<file path="config.mk">
export PLATFORM = sky130hd
export DESIGN_NAME = generic_timer_compare
export DESIGN_NICKNAME = d
export VERILOG_FILES = /design/src/rtl/gtc_pkg.sv /design/src/rtl/gtc_deadline.sv /design/src/rtl/generic_timer_compare.sv
export SDC_FILE = /design/constraint.sdc
export NUM_CORES = 2
export LEC_CHECK = 0
export ABC_AREA = 1
export BUFFER_PORTS_ARGS = -buffer_cell sky130_fd_sc_hd__buf_2
export CAP_MARGIN = 40
export CORE_MARGIN = 2
export CORE_UTILIZATION = 36
export CTS_CLUSTER_DIAMETER = 200
export DETAILED_ROUTE_END_ITERATION = 10
export GPL_TIMING_DRIVEN = 1
export HOLD_SLACK_MARGIN = 0.12
export PLACE_DENSITY_LB_ADDON = 0.08
export REMOVE_ABC_BUFFERS = 1
export SLEW_MARGIN = 25
export SYNTH_ARGS = -nofsm -noshare
export SYNTH_HDL_FRONTEND = slang
export SYNTH_SLANG_ARGS = --single-unit
</file>
<file path="constraint.sdc">
create_clock -name clk -period 26.3 [get_ports clk]
set_clock_uncertainty 0.15 [all_clocks]
set_input_delay 3.945 -clock clk [delete_from_list [all_inputs] [get_ports clk]]
set_output_delay 3.945 -clock clk [all_outputs]
set_load 0.02 [all_outputs]
</file>
<file path="src/rtl/gtc_pkg.sv">
// ----------------------------------------------------------------------------
// Generic timer compare package
// Shared codes, widths and pipeline types for the timer compare block.
// ----------------------------------------------------------------------------
`default_nettype none

package gtc_pkg;

  localparam int CountW = 64;
  localparam int TickW  = 32;
  localparam int SelW   = 3;
  localparam int CtlW   = 2;

  localparam int InDataW  = 104;  // 101 payload bits filled up to whole bytes
  localparam int OutDataW = 136;  // 131 payload bits filled up to whole bytes

  localparam logic [CountW-1:0] AllOnes = '1;

  // Control register bits.
  localparam int CtlEnableBit = 0;
  localparam int CtlMaskBit   = 1;

  typedef enum logic [1:0] {
    ACT_ADVANCE = 2'd0,
    ACT_WRITE   = 2'd1,
    ACT_READ    = 2'd2,
    ACT_NONE    = 2'd3
  } action_t;

  typedef enum logic [SelW-1:0] {
    SEL_PHYS_CTL   = 3'd0,
    SEL_PHYS_CMP   = 3'd1,
    SEL_VIRT_CTL   = 3'd2,
    SEL_VIRT_CMP   = 3'd3,
    SEL_PHYS_COUNT = 3'd4,
    SEL_VIRT_COUNT = 3'd5,
    SEL_SPARE6     = 3'd6,
    SEL_SPARE7     = 3'd7
  } reg_sel_t;

  // Timer state as it stands right after one request took effect.
  typedef struct packed {
    logic [CountW-1:0] phys_count;
    logic [CountW-1:0] virt_count;
    logic [CtlW-1:0]   phys_ctl;
    logic [CountW-1:0] phys_cmp;
    logic [CtlW-1:0]   virt_ctl;
    logic [CountW-1:0] virt_cmp;
    logic [CountW-1:0] read_value;
  } snapshot_t;

  // Finished result of one request.
  typedef struct packed {
    logic              phys_irq;
    logic              virt_irq;
    logic [CountW-1:0] ticks_to_deadline;
    logic              none_armed;
    logic [CountW-1:0] read_value;
  } result_t;

  function automatic logic is_armed(input logic [CtlW-1:0] ctl);
    return ctl[CtlEnableBit] & ~ctl[CtlMaskBit];
  endfunction

endpackage : gtc_pkg

`default_nettype wire

</file>
<file path="src/rtl/gtc_deadline.sv">
// ----------------------------------------------------------------------------
// Generic timer compare deadline pipeline
// Two stages: per-timer due test and distance, then the nearest deadline.
// ----------------------------------------------------------------------------
`default_nettype none

module gtc_deadline (
  input  wire               clk,
  input  wire               rst,
  input  wire               advance,
  input  wire               snap_valid,
  input  wire gtc_pkg::snapshot_t snap,
  output logic              res_valid,
  output gtc_pkg::result_t  res
);
  import gtc_pkg::*;

  typedef struct packed {
    logic              phys_irq;
    logic              virt_irq;
    logic              none_armed;
    logic [CountW-1:0] phys_dist;
    logic [CountW-1:0] virt_dist;
    logic [CountW-1:0] read_value;
  } dist_t;

  logic [CountW:0]   phys_diff;
  logic [CountW:0]   virt_diff;
  logic              phys_due;
  logic              virt_due;
  logic              phys_arm;
  logic              virt_arm;
  dist_t             dist_next;
  dist_t             distance;
  logic              dist_valid;
  result_t           res_next;

  // A borrow or a zero difference means the count has reached the compare.
  always_comb begin
    phys_diff = {1'b0, snap.phys_cmp} - {1'b0, snap.phys_count};
    virt_diff = {1'b0, snap.virt_cmp} - {1'b0, snap.virt_count};
    phys_due  = phys_diff[CountW] | (phys_diff[CountW-1:0] == '0);
    virt_due  = virt_diff[CountW] | (virt_diff[CountW-1:0] == '0);
    phys_arm  = is_armed(snap.phys_ctl);
    virt_arm  = is_armed(snap.virt_ctl);

    dist_next.phys_irq   = phys_arm & phys_due;
    dist_next.virt_irq   = virt_arm & virt_due;
    dist_next.none_armed = ~phys_arm & ~virt_arm;
    dist_next.phys_dist  = !phys_arm ? AllOnes :
                           (phys_due ? '0 : phys_diff[CountW-1:0]);
    dist_next.virt_dist  = !virt_arm ? AllOnes :
                           (virt_due ? '0 : virt_diff[CountW-1:0]);
    dist_next.read_value = snap.read_value;
  end

  always_comb begin
    res_next.phys_irq          = distance.phys_irq;
    res_next.virt_irq          = distance.virt_irq;
    res_next.none_armed        = distance.none_armed;
    res_next.read_value        = distance.read_value;
    res_next.ticks_to_deadline = (distance.virt_dist < distance.phys_dist) ?
                                 distance.virt_dist : distance.phys_dist;
  end

  always_ff @(posedge clk) begin
    if (rst) begin
      dist_valid <= 1'b0;
      res_valid  <= 1'b0;
    end else if (advance) begin
      dist_valid <= snap_valid;
      res_valid  <= dist_valid;
    end
  end

  always_ff @(posedge clk) begin
    if (advance) begin
      distance <= dist_next;
      res      <= res_next;
    end
  end

endmodule : gtc_deadline

`default_nettype wire

</file>
<file path="src/rtl/generic_timer_compare.sv">
// ----------------------------------------------------------------------------
// Generic timer compare
// 64-bit physical count with physical and virtual compare timers.
// ----------------------------------------------------------------------------
// Requests arrive on the s_axis channel: each one advances the count, writes a
// timer register or reads a register. Every request yields exactly one result
// on the m_axis channel carrying both interrupt lines, the ticks until the
// nearest armed deadline (all ones with none_armed set when no timer is armed)
// and the read data (zero unless the request was a read).
// The user must load the virtual offset through cfg_we/cfg_data only while the
// block is idle; the block does not enforce this. The virtual count is kept in
// its own register and rebuilt on that write. Timer state is updated at the
// edge that accepts a request, and a snapshot of the updated state enters a
// three-stage pipeline: snapshot, per-timer distance and due test, then the
// nearest-deadline select into the output register that drives m_axis_tvalid.
// One request is accepted every cycle as long as the output register is empty
// or being drained. When the receiver holds m_axis_tready low with a result
// waiting, the whole pipeline holds and s_axis_tready falls in the same cycle.
// Reset clears the count, the virtual count, both control and compare
// registers and all pipeline valid bits; no result is pending afterward.
// ----------------------------------------------------------------------------
`default_nettype none

module generic_timer_compare (
  input  wire                            clk,
  input  wire                            rst,
  // Configuration: virtual offset.
  input  wire                            cfg_we,
  input  wire  [gtc_pkg::CountW-1:0]     cfg_data,
  // Requests. tdata from bit 0: action[1:0], tick_amount[33:2],
  // reg_select[36:34], write_value[100:37], zero fill [103:101].
  input  wire                            s_axis_tvalid,
  output logic                           s_axis_tready,
  input  wire  [gtc_pkg::InDataW-1:0]    s_axis_tdata,
  // Results. tdata from bit 0: phys_irq[0], virt_irq[1],
  // ticks_to_deadline[65:2], none_armed[66], read_value[130:67],
  // zero fill [135:131].
  output logic                           m_axis_tvalid,
  input  wire                            m_axis_tready,
  output logic [gtc_pkg::OutDataW-1:0]   m_axis_tdata
);
  import gtc_pkg::*;

  // Request fields.
  action_t           in_action;
  logic [TickW-1:0]  in_ticks;
  reg_sel_t          in_sel;
  logic [CountW-1:0] in_wval;

  assign in_action = action_t'(s_axis_tdata[1:0]);
  assign in_ticks  = s_axis_tdata[33:2];
  assign in_sel    = reg_sel_t'(s_axis_tdata[36:34]);
  assign in_wval   = s_axis_tdata[100:37];

  // Architectural state.
  logic [CountW-1:0] physical_count;
  logic [CountW-1:0] virtual_count;
  logic [CtlW-1:0]   phys_control;
  logic [CountW-1:0] phys_compare;
  logic [CtlW-1:0]   virt_control;
  logic [CountW-1:0] virt_compare;

  logic [CountW-1:0] physical_count_next;
  logic [CountW-1:0] virtual_count_next;
  logic [CtlW-1:0]   phys_control_next;
  logic [CountW-1:0] phys_compare_next;
  logic [CtlW-1:0]   virt_control_next;
  logic [CountW-1:0] virt_compare_next;
  logic [CountW-1:0] read_mux;

  logic              advance;
  logic              accept;
  snapshot_t         snap_next;
  snapshot_t         snap;
  logic              snap_valid;
  logic              res_valid;
  result_t           res;

  // The pipeline moves whenever the output register can take a new value.
  assign advance       = ~m_axis_tvalid | m_axis_tready;
  assign s_axis_tready = advance;
  assign accept        = s_axis_tvalid & advance;

  // Reads see the state before the request, which a read never changes.
  always_comb begin
    unique case (in_sel)
      SEL_PHYS_CTL:   read_mux = {{(CountW-CtlW){1'b0}}, phys_control};
      SEL_PHYS_CMP:   read_mux = phys_compare;
      SEL_VIRT_CTL:   read_mux = {{(CountW-CtlW){1'b0}}, virt_control};
      SEL_VIRT_CMP:   read_mux = virt_compare;
      SEL_PHYS_COUNT: read_mux = physical_count;
      SEL_VIRT_COUNT: read_mux = virtual_count;
      default:        read_mux = '0;
    endcase
  end

  // Next state for one request. Both counts step by the same tick amount, so
  // the virtual count stays equal to physical count minus the offset.
  always_comb begin
    physical_count_next = physical_count;
    virtual_count_next  = virtual_count;
    phys_control_next   = phys_control;
    phys_compare_next   = phys_compare;
    virt_control_next   = virt_control;
    virt_compare_next   = virt_compare;
    case (in_action)
      ACT_ADVANCE: begin
        physical_count_next = physical_count + {{(CountW-TickW){1'b0}}, in_ticks};
        virtual_count_next  = virtual_count + {{(CountW-TickW){1'b0}}, in_ticks};
      end
      ACT_WRITE: begin
        // Count registers and the spare selects ignore writes.
        case (in_sel)
          SEL_PHYS_CTL: phys_control_next = in_wval[CtlW-1:0];
          SEL_PHYS_CMP: phys_compare_next = in_wval;
          SEL_VIRT_CTL: virt_control_next = in_wval[CtlW-1:0];
          SEL_VIRT_CMP: virt_compare_next = in_wval;
          default:      ;
        endcase
      end
      default: ;
    endcase

    snap_next.phys_count = physical_count_next;
    snap_next.virt_count = virtual_count_next;
    snap_next.phys_ctl   = phys_control_next;
    snap_next.phys_cmp   = phys_compare_next;
    snap_next.virt_ctl   = virt_control_next;
    snap_next.virt_cmp   = virt_compare_next;
    snap_next.read_value = (in_action == ACT_READ) ? read_mux : '0;
  end

  always_ff @(posedge clk) begin
    if (rst) begin
      physical_count <= '0;
      virtual_count  <= '0;
      phys_control   <= '0;
      phys_compare   <= '0;
      virt_control   <= '0;
      virt_compare   <= '0;
    end else if (cfg_we) begin
      // Offset writes must come only while no request is in flight; nothing enforces it.
      virtual_count  <= physical_count - cfg_data;
    end else if (accept) begin
      physical_count <= physical_count_next;
      virtual_count  <= virtual_count_next;
      phys_control   <= phys_control_next;
      phys_compare   <= phys_compare_next;
      virt_control   <= virt_control_next;
      virt_compare   <= virt_compare_next;
    end
  end

  always_ff @(posedge clk) begin
    if (rst) begin
      snap_valid <= 1'b0;
    end else if (advance) begin
      snap_valid <= s_axis_tvalid;
    end
  end

  always_ff @(posedge clk) begin
    if (accept) begin
      snap <= snap_next;
    end
  end

  gtc_deadline u_deadline (
    .clk        (clk),
    .rst        (rst),
    .advance    (advance),
    .snap_valid (snap_valid),
    .snap       (snap),
    .res_valid  (res_valid),
    .res        (res)
  );

  assign m_axis_tvalid = res_valid;
  assign m_axis_tdata  = {5'b0, res.read_value, res.none_armed,
                          res.ticks_to_deadline, res.virt_irq, res.phys_irq};

endmodule : generic_timer_compare

`default_nettype wire
</file>
==> reports/results.tsv <==
stage	metric	value	unit
clock_network	root_buffer	clkbuf_16	
drt	wl_per_cell	22.86	µm
job	drv_cap	0	
final_layout	layout-drive-gt1-share	8.046	%
critical_path	cp-start-kind	input pin	
critical_path	worst-path-max-fanout	72	
floorplanning	fp.dieW	418.8	µm
logic_synthesis	yosys_most_used_dff	edfxtp_1	
sta	relSlewSlack	30.08	%
sta	min_period	9.300	ns
grt	use_met1	39.03	%
critical_path	crit_path_end	s_axis_tready	
critical_path	end_kind	output pin	
sta	worst_slack	17.00	ns
floorplanning	fp.dieArea	0.1754	mm²
logic_synthesis	ys_warn_count	0	
critical_path	ff2ff_setup_slack	21.41	ns
clock_network	clockBufferDepth	3	
clock_network	hold_buffers	0	
floorplanning	core_area	0.1714	mm²
floorplanning	rows	152	
grt	grt_pass1_vias	53884	
sta	tns	0	ns
critical_path	r2r.worst_path.cells	19	
power_and_ir_drop	leakagePower	0.03443	µW
logic_synthesis	synth-seq-cells	913	
logic_synthesis	synthArstFlopShare	0	%
clock_network	numCtsBuffers	105	
critical_path	crit_type	in2out	
sta	fin_crit_sh	35.36	%
drt	drt_wl_total	258900	µm
grt	use_met3	3.427	%
critical_path	r2r-end	u_deadline.distance[70]	
sta	tightest_slew	1.038	ns
drt	vias	57283	
floorplanning	ios	311	
floorplanning	start_util	36.16	%
power_and_ir_drop	ir_drop	49.07	µV
final_layout	multiInputGateArea	0.02960	mm²
drt	drt-initial-drc-count	4801	
sta	setup_viol	0	
clock_network	cts_resized	0	
logic_synthesis	netlist.area_leader.share	31.51	%
final_layout	syn_to_final_growth	12.80	%
worst_hold_path	hold_path.class	reg2reg	
clock_network	postCtsSetupBuffers	0	
sta	slew_violations	0	
drt	ant_nets	0	
critical_path	crit_required	22.21	ns
grt	gr-total-overflow	0	
drt	vias_per_cell	5.058	
critical_path	worstSetupStartpoint	m_axis_tready	
final_layout	fin_nets	9414	
grt	antenna_found_initial	19	
logic_synthesis	synthesis.area	0.06195	mm²
placed_design	numPortBuffers	302	
grt	grt_use_met2	46.94	%
floorplanning	fp.dieH	418.8	µm
logic_synthesis	synth_cells	8659	
drt	drc_errors	0	
critical_path	cp.arrival	5.20	ns
clock_network	cts_max_level	3	
logic_synthesis	synthTopCellsByArea	edfxtp_1 32%, nand2_1 15%, inv_1 11%, dfxtp_1 8.5%, ha_1 6.4%	
logic_synthesis	yosysSeqAreaShare	40.00	%
critical_path	r2r-start	snap[217]	
power_and_ir_drop	powerDensity	68.49	mW/mm²
sta	finalHoldViolCount	0	
final_layout	seq_area	0.02478	mm²
placed_design	hpwl	211900	µm
grt	grt_max_degree	148	
logic_synthesis	syn_avg_cell_area	7.155	µm²
grt	grt_pass1_wl	367300	µm
clock_network	clock_latency	0.78	ns
grt	top_usage_layer	met2	
final_layout	nFillCells	18150	
placed_design	pre_cts_ws	17.04	ns
clock_network	clk_pin_slew	0.06	ns
clock_network	cts_tree	built	
sta	max_freq	0.1075	GHz
drt	drtPass1Iterations	8	
grt	track_usage	28.98	%
sta	rsz0062_at_grt	no	
placed_design	place_congestion	0.9449	
logic_synthesis	synth_cell_type_count	50	
clock_network	cts_sinks	913	
logic_synthesis	synth_edf_count	650	
logic_synthesis	yosysTopAreaCell	edfxtp_1	
status	status	finished clean	
==> power breakdown <==
group          internal [µW]  switching, µW
Combinational            426           1010
Clock                    870            659
Sequential              1730           89.1
Total                   3030           1760
==> worst min path at each step <==
stage,start,to,cells past startpoint
final,u_deadline.distance[16],u_deadline.res[16],0
after global routing,u_deadline.distance[16],u_deadline.res[16],0
after CTS,u_deadline.distance[16],u_deadline.res[16],0
after floorplan,snap[0],u_deadline.distance[0],0
after global placement,u_deadline.distance[1],u_deadline.res[1],0
after detailed placement,snap[0],u_deadline.distance[0],0
==> critical path: stages <==
cell and delay, ns:
buf_2 0.10, nor2_1 0.39, inv_8 0.25, buf_2 0.32
==> cells in the mapped netlist (all sizes together), types with 5 or more instances <==
cell type  instances
o22ai             59
o211ai            10
or2               33
fa                 5
and3              11
inv             1783
a21oi            418
and2              14
a21o              26
xnor2             51
buf               59
nor3              77
a21boi             9
nand2           2478
a221oi            62
nor2             626
o21ai            563
ha               318
nand4             66
xor2              67
clkbuf           179
a31oi             49
o21bai            25
a211oi             7
edfxtp           650
o21a             138
nand3b            58
nor4              40
dfxtp            263
nand3            493
==> flip-flops by register name, indices dropped and copies added (netlist names), 2 cells and up <==
signal               flops
virtual_count           64
u_deadline.distance    195
virt_compare            64
phys_compare            64
phys_control             2
u_deadline.res         131
physical_count          64
snap                   324
virt_control             2
==> stage by stage <==
stage | util (%) | power, µW | instances | instance area (µm²) | hold slack [ns]
after floorplan | - | 2757 | 8425 | 60940 | 0.2503
after global placement | 38.47 | 3267 | 11087 | 65920 | 0.2514
after detailed placement | 38.59 | 3274 | 11108 | 66130 | 0.2545
after CTS | 40.68 | 4815 | 11308 | 69700 | 0.2618
after global routing | 40.78 | 5045 | 11321 | 69870 | 0.2669
final | 40.78 | 4786 | 11326 | 69890 | 0.2620
==> cell usage in the layout (no fill, tap or decap), drive strengths merged, types with 10 or more instances in the layout <==
cell | synthesis | final
inv | 1783 | 1792
a21oi | 418 | 418
a31oi | 49 | 49
nor2 | 626 | 626
dfxtp | 263 | 263
nand4 | 66 | 66
or2 | 33 | 33
o21a | 138 | 138
nand3 | 493 | 493
xnor2 | 51 | 51
nor3 | 77 | 77
a21o | 26 | 26
xor2 | 67 | 67
nand2 | 2478 | 2478
clkbuf | 179 | 131
and3 | 11 | 11
and2 | 14 | 14
a221oi | 62 | 62
buf | 59 | 383
nand3b | 58 | 58
o21bai | 25 | 25
nor4 | 40 | 40
o21ai | 563 | 563
clkinv | 3 | 46
o22ai | 59 | 59
bufinv | 0 | 11
ha | 318 | 318
edfxtp | 650 | 650
o211ai | 10 | 10
==> layout make-up <==
cell class	count	area share [%]
inverter	1786	9.625
tap	2310	4.136
clock inverter	72	1.123
clock buffer	128	3.985
multi-input combinational	5726	42.35
antenna	5	0.01790
timing repair buffer	386	3.301
sequential	913	35.46
==> layer usage <==
layer / part of all wire, % / vias up
met5: 0 / -
li1: - / 28307
met2: 45 / 1816
met4: 4.4 / 0
met1: 45 / 26824
met3: 5.8 / 336
==> kinds of logic (layout without fill, tap and decap cells) <==
group	after synthesis	after routing	share of synthesized area, %
adder cells (fa/ha/maj)	323	323	6.584
buffers and inverters	2024	2372	12.48
other	1	10	0.006053
flip-flops	913	913	40.00
AO/OA/AOI/OAI	1383	1383	12.74
AND/OR/NAND/NOR	3897	3897	26.52
XOR/XNOR	118	118	1.668
(Power assumes the default switching activity.)
